===== src/rtl/core/slc_pkg.sv =====
// Shared types, constants and the helper function of the source line classifier.
`default_nettype none

package slc_pkg;

  // Size of the lookahead window and of the delimiters it is matched against.
  localparam int MAX_DELIM         = 4;
  localparam int NUM_STRING_DELIMS = 2;
  localparam int COUNT_WIDTH       = 32;

  // Longest delimiter that a register can describe after clamping.
  localparam int DLEN_MAX = (MAX_DELIM < 4) ? MAX_DELIM : 4;
  // Positions judged for one item: the window plus the new byte.
  localparam int EXT_LEN  = MAX_DELIM + 1;
  // Judged positions padded with zero bytes so every delimiter compare has data.
  localparam int PAD_LEN  = EXT_LEN + DLEN_MAX - 1;
  localparam int FILL_W   = $clog2(MAX_DELIM + 1);
  localparam int N_W      = $clog2(MAX_DELIM + 2);
  // Visible character count saturates above the longest delimiter length.
  localparam int VIS_W    = 3;
  // Per-item counter increment: one bump per judged byte plus the final line.
  localparam int INC_W    = $clog2(EXT_LEN + 2);

  localparam int CFG_IDX_W  = 3;
  localparam int CFG_DATA_W = 35;

  // Character codes.
  localparam logic [7:0] CH_CR  = 8'h0D;
  localparam logic [7:0] CH_LF  = 8'h0A;
  localparam logic [7:0] CH_SP  = 8'h20;
  localparam logic [7:0] CH_TAB = 8'h09;
  localparam logic [7:0] CH_NUL = 8'h00;

  // Line counter slots.
  localparam int CNT_TOTAL   = 0;
  localparam int CNT_EMPTY   = 1;
  localparam int CNT_COMMENT = 2;
  localparam int CNT_CODE    = 3;

  // Configuration register indexes.
  typedef enum logic [CFG_IDX_W-1:0] {
    REG_LANG_EN   = 3'd0,
    REG_LINE_CMT  = 3'd1,
    REG_BLK_BEGIN = 3'd2,
    REG_BLK_END   = 3'd3,
    REG_STR_A     = 3'd4,
    REG_STR_B     = 3'd5
  } cfg_reg_e;

  typedef enum logic [1:0] {
    MODE_NORMAL = 2'd0,
    MODE_STRING = 2'd1,
    MODE_LINE   = 2'd2,
    MODE_BLOCK  = 2'd3
  } mode_e;

  // One delimiter register: length on top, bytes first-in-low below.
  typedef struct packed {
    logic [2:0]  len;
    logic [31:0] bytes;
  } delim_t;

  typedef struct packed {
    logic   lang_en;
    delim_t line_cmt;
    delim_t blk_begin;
    delim_t blk_end;
    delim_t str_a;
    delim_t str_b;
  } cfg_t;

  // Delimiter hits at one judged position.
  typedef struct packed {
    logic str_hit;
    logic blk_begin_hit;
    logic line_cmt_hit;
    logic blk_end_hit;
  } match_t;

  typedef match_t [EXT_LEN-1:0]     match_vec_t;
  typedef logic [PAD_LEN-1:0][7:0]  ext_buf_t;

  // Per-line parser state.
  typedef struct packed {
    mode_e            mode;
    logic [VIS_W-1:0] vis;
    logic             blk_countable;
    logic             blk_ended;
    logic             line_cmt_counts;
  } line_st_t;

  localparam line_st_t ST_RESET = '{
    mode:            MODE_NORMAL,
    vis:             '0,
    blk_countable:   1'b1,
    blk_ended:       1'b0,
    line_cmt_counts: 1'b0
  };

  typedef struct packed {
    logic [7:0] char_byte;
    logic       has_byte;
    logic       end_of_text;
  } slc_in_t;

  typedef struct packed {
    logic [31:0] total_lines;
    logic [31:0] empty_lines;
    logic [31:0] comment_lines;
    logic [31:0] code_lines;
  } slc_out_t;

  // Delimiter length clamped to what the window can hold.
  function automatic logic [2:0] slc_delim_len(delim_t d);
    logic [2:0] n;
    n = d.len;
    if (n > 3'(DLEN_MAX)) begin
      n = 3'(DLEN_MAX);
    end
    return n;
  endfunction

endpackage

`default_nettype wire


===== src/rtl/core/slc_cfg_regs.sv =====
// Configuration register file of the source line classifier.
`default_nettype none

module slc_cfg_regs import slc_pkg::*; (
  input  wire logic                  clk,
  input  wire logic                  rst,
  input  wire logic                  cfg_valid,
  output logic                       cfg_ready,
  input  wire logic [CFG_IDX_W-1:0]  cfg_index,
  input  wire logic [CFG_DATA_W-1:0] cfg_data,
  output cfg_t                       cfg
);

  // Writes are always taken.
  assign cfg_ready = 1'b1;

  // Register writes; indexes beyond the list are dropped.
  always_ff @(posedge clk) begin
    if (rst) begin
      cfg <= '0;
    end else if (cfg_valid) begin
      case (cfg_index)
        REG_LANG_EN:   cfg.lang_en   <= cfg_data[0];
        REG_LINE_CMT:  cfg.line_cmt  <= cfg_data;
        REG_BLK_BEGIN: cfg.blk_begin <= cfg_data;
        REG_BLK_END:   cfg.blk_end   <= cfg_data;
        REG_STR_A:     cfg.str_a     <= cfg_data;
        REG_STR_B:     cfg.str_b     <= cfg_data;
        default: ;
      endcase
    end
  end

endmodule

`default_nettype wire


===== src/rtl/core/slc_delim_match.sv =====
// Parallel delimiter compares at every judged position of the lookahead buffer.
`default_nettype none

module slc_delim_match import slc_pkg::*; (
  input  wire cfg_t     cfg,
  input  wire ext_buf_t ext,
  output match_vec_t    hits
);

  // A delimiter matches when it is present and each of its bytes agrees.
  function automatic logic match_at(delim_t d, logic [DLEN_MAX-1:0][7:0] win);
    logic [2:0] n;
    logic       ok;
    n  = slc_delim_len(d);
    ok = (n != 3'd0);
    for (int i = 0; i < DLEN_MAX; i++) begin
      if (3'(i) < n && win[i] != d.bytes[8*i +: 8]) begin
        ok = 1'b0;
      end
    end
    return ok;
  endfunction

  // One set of compares per position; bytes past the text are zero.
  for (genvar p = 0; p < EXT_LEN; p++) begin : g_pos
    logic [DLEN_MAX-1:0][7:0] win;
    assign win = ext[p +: DLEN_MAX];
    assign hits[p].str_hit       = match_at(cfg.str_a, win) ||
                                   (NUM_STRING_DELIMS > 1 && match_at(cfg.str_b, win));
    assign hits[p].blk_begin_hit = match_at(cfg.blk_begin, win);
    assign hits[p].line_cmt_hit  = match_at(cfg.line_cmt, win);
    assign hits[p].blk_end_hit   = match_at(cfg.blk_end, win);
  end

endmodule

`default_nettype wire


===== src/rtl/core/slc_line_engine.sv =====
// Lookahead window, parser state and line counters, updated once per item.
`default_nettype none

module slc_line_engine import slc_pkg::*; (
  input  wire logic       clk,
  input  wire logic       rst,
  input  wire cfg_t       cfg,
  input  wire logic       item_go,
  input  wire slc_in_t    item,
  output ext_buf_t        ext,
  input  wire match_vec_t hits,
  output logic            res_valid,
  output slc_out_t        res
);

  typedef struct packed {
    line_st_t   st;
    logic [3:0] bump;
  } step_t;

  logic [MAX_DELIM-1:0][7:0] window;
  logic [FILL_W-1:0]         fill;
  line_st_t                  st;
  logic [COUNT_WIDTH-1:0]    cnt [4];

  logic [N_W-1:0]            n_bytes;
  logic                      full;
  logic [EXT_LEN-1:0]        jen;
  line_st_t                  chain_st [EXT_LEN+1];
  logic [3:0]                bumps [EXT_LEN+1];
  step_t                     step_res [EXT_LEN];
  step_t                     fin;
  logic [INC_W-1:0]          inc [4];
  logic [COUNT_WIDTH:0]      sum [4];
  logic [COUNT_WIDTH-1:0]    cnt_next [4];
  logic [MAX_DELIM-1:0][7:0] window_next;
  logic [FILL_W-1:0]         fill_next;
  logic [2:0]                end_len;

  assign end_len = slc_delim_len(cfg.blk_end);

  // Close a line: decide comment or code and reset the per-line flags.
  function automatic step_t end_line_fn(step_t s, logic en, logic [2:0] len_end);
    step_t r;
    logic  cmt_line;
    logic  as_code;
    logic  normal_like;
    r           = s;
    cmt_line    = (s.st.mode == MODE_LINE && s.st.line_cmt_counts) ||
                  (s.st.mode == MODE_BLOCK && s.st.blk_countable) || s.st.blk_ended;
    as_code     = 1'b1;
    normal_like = (s.st.mode == MODE_NORMAL || s.st.mode == MODE_STRING);
    if (en) begin
      if (cmt_line) begin
        as_code = s.st.blk_ended ? (s.st.vis != len_end) : 1'b0;
      end
      if (cmt_line && !as_code) begin
        r.bump[CNT_COMMENT] = 1'b1;
      end
      if ((s.st.mode == MODE_LINE && !s.st.line_cmt_counts) ||
          (s.st.mode == MODE_BLOCK && as_code) ||
          (normal_like && s.st.vis != '0 && as_code)) begin
        r.bump[CNT_CODE] = 1'b1;
      end
      if (s.st.mode == MODE_LINE) begin
        r.st.mode = MODE_NORMAL;
      end
      r.st.line_cmt_counts = 1'b0;
      r.st.blk_countable   = 1'b1;
      r.st.blk_ended       = 1'b0;
    end
    return r;
  endfunction

  // Judge one byte at a judged position in the current mode.
  function automatic step_t judge_fn(line_st_t s, logic [7:0] c, match_t m, logic en,
                                     logic [2:0] len_end);
    step_t r;
    r.st   = s;
    r.bump = '0;
    if (c != CH_CR) begin
      if (c == CH_LF) begin
        r.bump[CNT_TOTAL] = 1'b1;
        r.bump[CNT_EMPTY] = (s.vis == '0);
        r = end_line_fn(r, en, len_end);
        r.st.vis = '0;
      end else begin
        if (en) begin
          case (s.mode)
            MODE_NORMAL: begin
              if (m.str_hit) begin
                r.st.mode = MODE_STRING;
              end else if (m.blk_begin_hit) begin
                r.st.blk_countable = (s.vis == '0);
                r.st.mode          = MODE_BLOCK;
              end else if (m.line_cmt_hit) begin
                r.st.mode            = MODE_LINE;
                r.st.line_cmt_counts = (s.vis == '0);
              end
            end
            MODE_STRING: begin
              if (m.str_hit) begin
                r.st.mode = MODE_NORMAL;
              end
            end
            MODE_BLOCK: begin
              if (m.blk_end_hit) begin
                r.st.mode      = MODE_NORMAL;
                r.st.blk_ended = 1'b1;
              end
            end
            default: ;
          endcase
        end
        if (c != CH_SP && c != CH_TAB && s.vis != '1) begin
          r.st.vis = s.vis + 1'b1;
        end
      end
    end
    return r;
  endfunction

  // Window plus the incoming byte, zero padded past the text.
  always_comb begin
    for (int i = 0; i < MAX_DELIM; i++) begin
      ext[i] = window[i];
    end
    for (int i = MAX_DELIM; i < PAD_LEN; i++) begin
      ext[i] = CH_NUL;
    end
    for (int i = 0; i < EXT_LEN; i++) begin
      if (item.has_byte && fill == FILL_W'(i)) begin
        ext[i] = item.char_byte;
      end
    end
  end

  assign n_bytes = N_W'(fill) + N_W'(item.has_byte);
  assign full    = (n_bytes == N_W'(EXT_LEN));

  // Positions judged: the head when the window overflows, all bytes at end of text.
  always_comb begin
    for (int p = 0; p < EXT_LEN; p++) begin
      if (item.end_of_text) begin
        jen[p] = item_go && (N_W'(p) < n_bytes);
      end else begin
        jen[p] = item_go && (p == 0) && full;
      end
    end
  end

  // Judge chain over the positions, then the final line at end of text.
  always_comb begin
    chain_st[0] = st;
    for (int p = 0; p < EXT_LEN; p++) begin
      step_res[p]   = judge_fn(chain_st[p], ext[p], hits[p], cfg.lang_en, end_len);
      chain_st[p+1] = jen[p] ? step_res[p].st : chain_st[p];
      bumps[p]      = jen[p] ? step_res[p].bump : 4'b0000;
    end
    fin.st                = chain_st[EXT_LEN];
    fin.bump              = '0;
    fin.bump[CNT_TOTAL]   = 1'b1;
    fin                   = end_line_fn(fin, cfg.lang_en, end_len);
    fin.bump[CNT_EMPTY]   = (fin.st.vis == '0);
    bumps[EXT_LEN]        = (item_go && item.end_of_text) ? fin.bump : 4'b0000;
  end

  // Saturating counter update.
  always_comb begin
    for (int k = 0; k < 4; k++) begin
      inc[k] = '0;
      for (int p = 0; p <= EXT_LEN; p++) begin
        inc[k] = inc[k] + INC_W'(bumps[p][k]);
      end
      sum[k]      = {1'b0, cnt[k]} + (COUNT_WIDTH+1)'(inc[k]);
      cnt_next[k] = sum[k][COUNT_WIDTH] ? '1 : sum[k][COUNT_WIDTH-1:0];
    end
  end

  // Window after the item: drop the judged head when it overflowed.
  always_comb begin
    for (int i = 0; i < MAX_DELIM; i++) begin
      window_next[i] = full ? ext[i+1] : ext[i];
    end
    fill_next = full ? FILL_W'(MAX_DELIM) : n_bytes[FILL_W-1:0];
  end

  assign res_valid         = item_go && item.end_of_text;
  assign res.total_lines   = 32'(cnt_next[CNT_TOTAL]);
  assign res.empty_lines   = 32'(cnt_next[CNT_EMPTY]);
  assign res.comment_lines = 32'(cnt_next[CNT_COMMENT]);
  assign res.code_lines    = 32'(cnt_next[CNT_CODE]);

  // State registers; end of text returns everything to its reset value.
  always_ff @(posedge clk) begin
    if (rst || (item_go && item.end_of_text)) begin
      window <= '0;
      fill   <= '0;
      st     <= ST_RESET;
      for (int k = 0; k < 4; k++) begin
        cnt[k] <= '0;
      end
    end else if (item_go) begin
      window <= window_next;
      fill   <= fill_next;
      st     <= chain_st[EXT_LEN];
      for (int k = 0; k < 4; k++) begin
        cnt[k] <= cnt_next[k];
      end
    end
  end

  // The state is clean after a text ends.
  a_clear_after_end: assert property (@(posedge clk) disable iff (rst)
    item_go && item.end_of_text |=> fill == '0 && st.mode == MODE_NORMAL)
    else $error("state not cleared after end of text");

  // A byte that fits in the window grows the fill by one.
  a_fill_grows: assert property (@(posedge clk) disable iff (rst)
    item_go && !item.end_of_text && item.has_byte && fill != FILL_W'(MAX_DELIM)
    |=> fill == $past(fill) + 1'b1)
    else $error("window fill did not advance");

  // Empty lines are always a subset of all lines.
  a_empty_le_total: assert property (@(posedge clk) disable iff (rst)
    cnt[CNT_EMPTY] <= cnt[CNT_TOTAL])
    else $error("empty line count exceeds total");

endmodule

`default_nettype wire


===== src/rtl/core/source_line_classifier.sv =====
// Top level of the source line classifier: input register, engine and result register.
// Throughput: one byte transaction per clock cycle, unless an end-of-text item waits behind an untaken result.
// The counts pass from the engine into the result register once the end-of-text item leaves the input register.
// An end-of-text item waits in the input register while a previous result is untaken.
// Reset (rst, synchronous): window, parser state and counters clear; registers read zero.
`default_nettype none

module source_line_classifier import slc_pkg::*; (
  input  wire logic                  clk,
  input  wire logic                  rst,
  input  wire logic                  in_valid,
  output logic                       in_ready,
  input  wire slc_in_t               in_data,
  output logic                       out_valid,
  input  wire logic                  out_ready,
  output slc_out_t                   out_data,
  input  wire logic                  cfg_valid,
  output logic                       cfg_ready,
  input  wire logic [CFG_IDX_W-1:0]  cfg_index,
  input  wire logic [CFG_DATA_W-1:0] cfg_data
);

  cfg_t       cfg;
  logic       pipe_v;
  slc_in_t    pipe;
  logic       go;
  ext_buf_t   ext;
  match_vec_t hits;
  logic       res_valid;
  slc_out_t   res;

  slc_cfg_regs u_cfg (
    .clk       (clk),
    .rst       (rst),
    .cfg_valid (cfg_valid),
    .cfg_ready (cfg_ready),
    .cfg_index (cfg_index),
    .cfg_data  (cfg_data),
    .cfg       (cfg)
  );

  // The held item moves on unless it ends a text and the result register is busy.
  assign go       = pipe_v && (!pipe.end_of_text || !out_valid || out_ready);
  assign in_ready = !pipe_v || go;

  // Input register.
  always_ff @(posedge clk) begin
    if (rst) begin
      pipe_v <= 1'b0;
    end else if (in_ready) begin
      pipe_v <= in_valid;
    end
  end

  always_ff @(posedge clk) begin
    if (in_ready && in_valid) begin
      pipe <= in_data;
    end
  end

  slc_line_engine u_engine (
    .clk       (clk),
    .rst       (rst),
    .cfg       (cfg),
    .item_go   (go),
    .item      (pipe),
    .ext       (ext),
    .hits      (hits),
    .res_valid (res_valid),
    .res       (res)
  );

  slc_delim_match u_match (
    .cfg  (cfg),
    .ext  (ext),
    .hits (hits)
  );

  // Result register.
  always_ff @(posedge clk) begin
    if (rst) begin
      out_valid <= 1'b0;
    end else if (res_valid) begin
      out_valid <= 1'b1;
    end else if (out_ready) begin
      out_valid <= 1'b0;
    end
  end

  always_ff @(posedge clk) begin
    if (res_valid) begin
      out_data <= res;
    end
  end

  // Input stalls only behind a held result.
  a_stall_cause: assert property (@(posedge clk) disable iff (rst)
    !in_ready |-> pipe_v && pipe.end_of_text && out_valid && !out_ready)
    else $error("input stalled without a pending result");

  // A finished text always reaches the result register.
  a_result_loaded: assert property (@(posedge clk) disable iff (rst)
    res_valid |=> out_valid)
    else $error("result transaction lost");

endmodule

`default_nettype wire

===== config.mk =====
export PLATFORM = sky130hd
export DESIGN_NAME = source_line_classifier
export DESIGN_NICKNAME = d
export VERILOG_FILES = /design/src/rtl/core/slc_pkg.sv /design/src/rtl/core/slc_cfg_regs.sv /design/src/rtl/core/slc_delim_match.sv /design/src/rtl/core/slc_line_engine.sv /design/src/rtl/core/source_line_classifier.sv
export SDC_FILE = /design/constraint.sdc
export NUM_CORES = 2
export LEC_CHECK = 0
export BUFFER_PORTS_ARGS = -buffer_cell sky130_fd_sc_hd__buf_2
export CORE_ASPECT_RATIO = 2
export CORE_MARGIN = 2
export CORE_UTILIZATION = 68
export DETAILED_ROUTE_END_ITERATION = 10
export GPL_ROUTABILITY_DRIVEN = 0
export PLACE_DENSITY = 0.87
export SLEW_MARGIN = 40
export SYNTH_ARGS = -nofsm -noshare
export SYNTH_HDL_FRONTEND = slang
export SYNTH_HIERARCHICAL = 1
export SYNTH_SLANG_ARGS = --single-unit

===== constraint.sdc =====
create_clock -name clk -period 47.4 [get_ports clk]
set_input_delay 7.11 -clock clk [delete_from_list [all_inputs] [get_ports clk]]
set_output_delay 7.11 -clock clk [all_outputs]
set_load 0.05 [all_outputs]

==> results.cfg, run 1 <==
[placed_design]
dp_cells = 4318
hpwl_um = 84900
port_buffers = 182

[clock_tree]
numClockSinks = 487
hold_buffers = 0
cts_setup_buffers = 0
htreeDepth = 2
ctsResizeCount = 0
clock-root-buffer = clkbuf_16
cts_buffers = 44
clockBufferDepth = 3

[logic_synthesis]
synth_top_area_share_pct = 22.8
synth.avg_cell_area_sq_um = 9.20
synth_area_sq_mm = 0.0350
synth_seq_cells = 487
synthMuxAreaShare_pct = 6.28
synth_compound_area_share_pct = 7.84
synth_xor_xnor_area_share_pct = 23.0
synthFlopType = edfxtp_1
yosysWarnings = 6
synth_cell_types = 105
synth.largest_area_cell = edfxtp_1
ys_async_sr_fraction_pct = 0
synth_top_family_by_area = XOR/XNOR gates
synth_edf_count = 266
synthesis.instances = 3801
seq_area_frac_synth_pct = 35.5
synthSimpleGateAreaFrac_pct = 19.1
synthTopCellsByArea = edfxtp_1 (23%), xnor2_1 (14%), dfxtp_1 (13%)
synthAdderAreaFrac_pct = 1.95

[floorplanning]
die_w_um = 164
ios = 184
start_util_pct = 68.9
die_y_um = 325
num_rows = 117

[grt]
grt_pass1_vias = 32000
grt_pass1_wl_um = 197000
grt_max_degree = 111
grt-ovfl-total = 5
grt_util_all_layers_pct = 49.2

[status]
lastStage = global routing
error_line = [ERROR GRT-0116] Global routing finished with congestion. Check the congestion regions in the DRC Viewer.
status = aborted with a tool error
[cells by family after synthesis]
group / count (synthesis)
AND/OR/NAND/NOR: 1207
XOR/XNOR: 917
flip-flops: 487
buffers and inverters: 487
AO/OA/AOI/OAI: 438
multiplexers: 218
adder cells (fa/ha/maj): 45
other: 2
[layer usage]
layer  track usage [%]  overflow
met2              73.8         2
met4              46.8         2
met1              47.9         0
met3              24.8         1
met5              2.56         0
[cells in the mapped netlist, drive strengths merged, types with 29 or more instances]
cell type and count:
xnor2 576, xor2 341, nand2 285, edfxtp 266, clkbuf 237, nand2b 230, dfxtp 221, mux2i 206
a21oi 200, nand4 170, buf 168, nor4 108, o21ai 93, nor2 91, inv 81, nand3 70
nor3 53, and2 51, and3 37, ha 29
[stage by stage]
step / setup WS (ps) / hold slack, ps / instance area, sq um / util (%)
floorplan: 27510 / 420 / 35100 / -
CTS: 27840 / 457 / 37000 / 72.8
global placement: 27800 / 429 / 35400 / 69.7
detailed placement: 27350 / 442 / 35500 / 69.8
==> run 2, diff against run 1 <==
--- a/config.mk
+++ b/config.mk
@@ -6,12 +6,11 @@
 export NUM_CORES = 2
 export LEC_CHECK = 0
 export BUFFER_PORTS_ARGS = -buffer_cell sky130_fd_sc_hd__buf_2
-export CORE_ASPECT_RATIO = 2
 export CORE_MARGIN = 2
-export CORE_UTILIZATION = 68
+export CORE_UTILIZATION = 40
 export DETAILED_ROUTE_END_ITERATION = 10
 export GPL_ROUTABILITY_DRIVEN = 0
-export PLACE_DENSITY = 0.87
+export PLACE_DENSITY_LB_ADDON = 0.15
 export SLEW_MARGIN = 40
 export SYNTH_ARGS = -nofsm -noshare
 export SYNTH_HDL_FRONTEND = slang
==> run 2 against run 1 <==
Effect of this change:
- the run now ends clean
- synthesized cell count did not move
- area after synthesis did not move
==> results.cfg, run 2 <==
[routing]
wirelength_um = 117000
routed_via_density = 5.71
routedWlPerCell_um = 23.8
dr_total_vias = 28100
drtAntennaViolNets = 0
first_pass_iters = 6
drt_iter0_markers = 2896
remaining_drc_errors = 0

[grt]
grt-ovfl-total = 0
grt_util_all_layers_pct = 25.3
antenna_found_initial = 1
grt_use_met1_pct = 35.3
use_met3_pct = 4.55
grt_pass1_wl_um = 175000
grt_max_degree = 112
grt_pass1_vias = 27000
groute.layer.met2.usage_pct = 39.1
grt-busiest-layer = met2

[logic_synthesis]
synth.largest_area_cell = edfxtp_1
yosysWarnings = 6
yosysMostFrequentCell = xnor2_1
synthTopCellsByArea = edfxtp_1 (23%), xnor2_1 (14%), dfxtp_1 (13%)
synthesis.instances = 3801
synth_area_sq_mm = 0.0350
synth_compound_area_share_pct = 7.84
synthFlopType = edfxtp_1
seq_area_frac_synth_pct = 35.5
synth_cell_types = 105
synth_top_area_share_pct = 22.8
synth_top_family_by_area = XOR/XNOR gates
ys_async_sr_fraction_pct = 0
synth_xor_xnor_area_share_pct = 23.0
synthMuxAreaShare_pct = 6.28
synthSimpleGateAreaFrac_pct = 19.1
synth_edf_count = 266
synth_seq_cells = 487
synth_common_cells = xnor2_1 (576), xor2_1 (341), nand2_1 (285)
synth.avg_cell_area_sq_um = 9.20
synthAdderAreaFrac_pct = 1.95

[timing]
finalCriticalPeriod_ps = 19340
max_freq_mhz = 51.7
layout_worst_path_cycle_share_pct = 40.8
slew_violations = 0
fin_hold_ws_ps = 457
finalSetupViolCount = 0
worst_slew_margin_rel_pct = 42.0
fin_skew_ps = 25.5
rsz0062_at_grt = no
worst_pin_slew_ps = 870
finalHoldViolCount = 0
timing.setup.tns_ps = 0

[worst_setup_path]
crit_path_end_kind = flop
max_stage_delay_ps = 490
ff2ff_path_depth = 55
cpMaxStageDelayCell = a21boi_1
crit_type = primary input to flop
r2r-end = u_engine/cnt[2][1]
critPathLaunchType = primary input
cp.arrival_ps = 19870
reg2reg_slack_ps = 34100
cp_max_fo = 55
crit_required_ps = 47930
r2r-start = pipe[1]

[final_layout]
regMostFlops = u_cfg/cfg
drive_gt1_share_pct = 10.6
nets = 3816
largest_reg_flops = 176
design_area_sq_mm = 0.0380
reg.largest.list = u_cfg/cfg: 176 flops, out_data: 128 flops, u_engine/cnt: 128 flops
layout_common_cells = xnor2_1 (576), xor2_1 (341), nand2_1 (284)
final_common_cell = xnor2_1
instances_no_fill = 4922
area_growth_pct = 8.71

[pwr]
intPower_mw = 0.770
power_density_mw_per_mm2 = 28.0
total_power_mw = 1.06
power_frac_seq_pct = 45.0
clkPwrFrac_pct = 42.9
pwr-share-comb_pct = 12.1
leakage_nw = 15.6
netSwitchingFraction_pct = 27.7
p_sw_mw = 0.295
ir_drop_mv = 0.0288

[floorplanning]
die_w_um = 300
num_rows = 108
die_area_sq_mm = 0.0898
core-area_sq_mm = 0.0868
start_util_pct = 40.3
die_y_um = 300
ios = 184

[clock_tree]
clock-root-buffer = clkbuf_16
htreeDepth = 2
clock_latency_ps = 660
hold_buffers = 0
numClockSinks = 487
clockBufferDepth = 3
clk_pin_slew_worst_paths_ps = 70
cts_tree = yes
cts_buffers = 58
ctsResizeCount = 0
cts_setup_buffers = 0

[placed_design]
dpl_cell_area_sq_mm = 0.0361
hpwl_um = 80900
port_buffers = 182
dp_cells = 4813

[worst_hold_path]
hold_class = flop to flop
min_to = u_engine/window[25]
hp-start = u_engine/window[25]
whs_path_depth = 2

[status]
status = finished clean

[run]
maxCapViolations = 0
run 2: cell counts after synthesis:
Identical to the previous run, type by type.
run 2: logic make-up (layout without fill, tap and decap cells):
kind of cell,Yosys count,after routing
other cells,2,26
flops,487,487
fa+ha+maj,45,45
mux,218,218
buf+inv,487,429
xor+xnor,917,917
compound gates,438,438
simple gates,1207,1207
run 2: power by group through the flow:
stage               Combinational [mW]  Sequential [mW]  Clock [mW]
detailed placement               0.123            0.488           0
floorplan                       0.0894            0.489           0
finish                           0.128            0.479       0.457
global placement                 0.121            0.488           0
global route                     0.138            0.481       0.485
CTS                              0.123            0.479       0.469
run 2: area by class of cell:
| type | instances | area (sq um) |
|---|---|---|
| Fill cell | 8515 | 48700 |
| Multi-Input combinational cell | 2850 | 20500 |
| Sequential cell | 487 | 12400 |
| Clock buffer | 74 | 1570 |
| Tap cell | 1155 | 1450 |
| Timing Repair Buffer | 239 | 1360 |
| Clock inverter | 34 | 382 |
| Inverter | 82 | 318 |
| Antenna cell | 1 | 2.50 |
run 2: metrics by stage:
| stage | utilization [%] | setup slack [ps] |
|---|---|---|
| CTS | 43.8 | 28230 |
| finish | 43.8 | 28060 |
| detailed placement | 41.6 | 27580 |
| global placement | 41.5 | 27640 |
| global route | 43.8 | 26860 |
| floorplan | - | 27510 |
run 2: worst max-delay path by stage:
stage | from | to | slack (ps)
floorplan | out_ready | u_engine/cnt[2][10] | 27510
global placement | out_ready | u_engine/cnt[2][1] | 27640
detailed placement | out_ready | u_engine/cnt[2][1] | 27580
CTS | out_ready | u_engine/cnt[2][1] | 28230
global route | out_ready | u_engine/cnt[2][19] | 26860
finish | out_ready | u_engine/cnt[2][1] | 28060
run 2: worst max-delay path, delay by kind of cell:
family	cells	cell delay, ps
AND/OR/NAND/NOR	18	4150
AO/OA/AOI/OAI	14	3400
adder cells (fa/ha/maj)	12	3180
multiplexers	3	1140
buffers and inverters	10	860
run 2: metal layers:
layer / vias up / routed length, um
met4: 0 / 4620
met1: 13700 / 51300
li1: 12900 / -
met5: - / 0
met3: 307 / 10000
met2: 1208 / 51200
No activity file was read; power rests on OpenSTA's default activity.
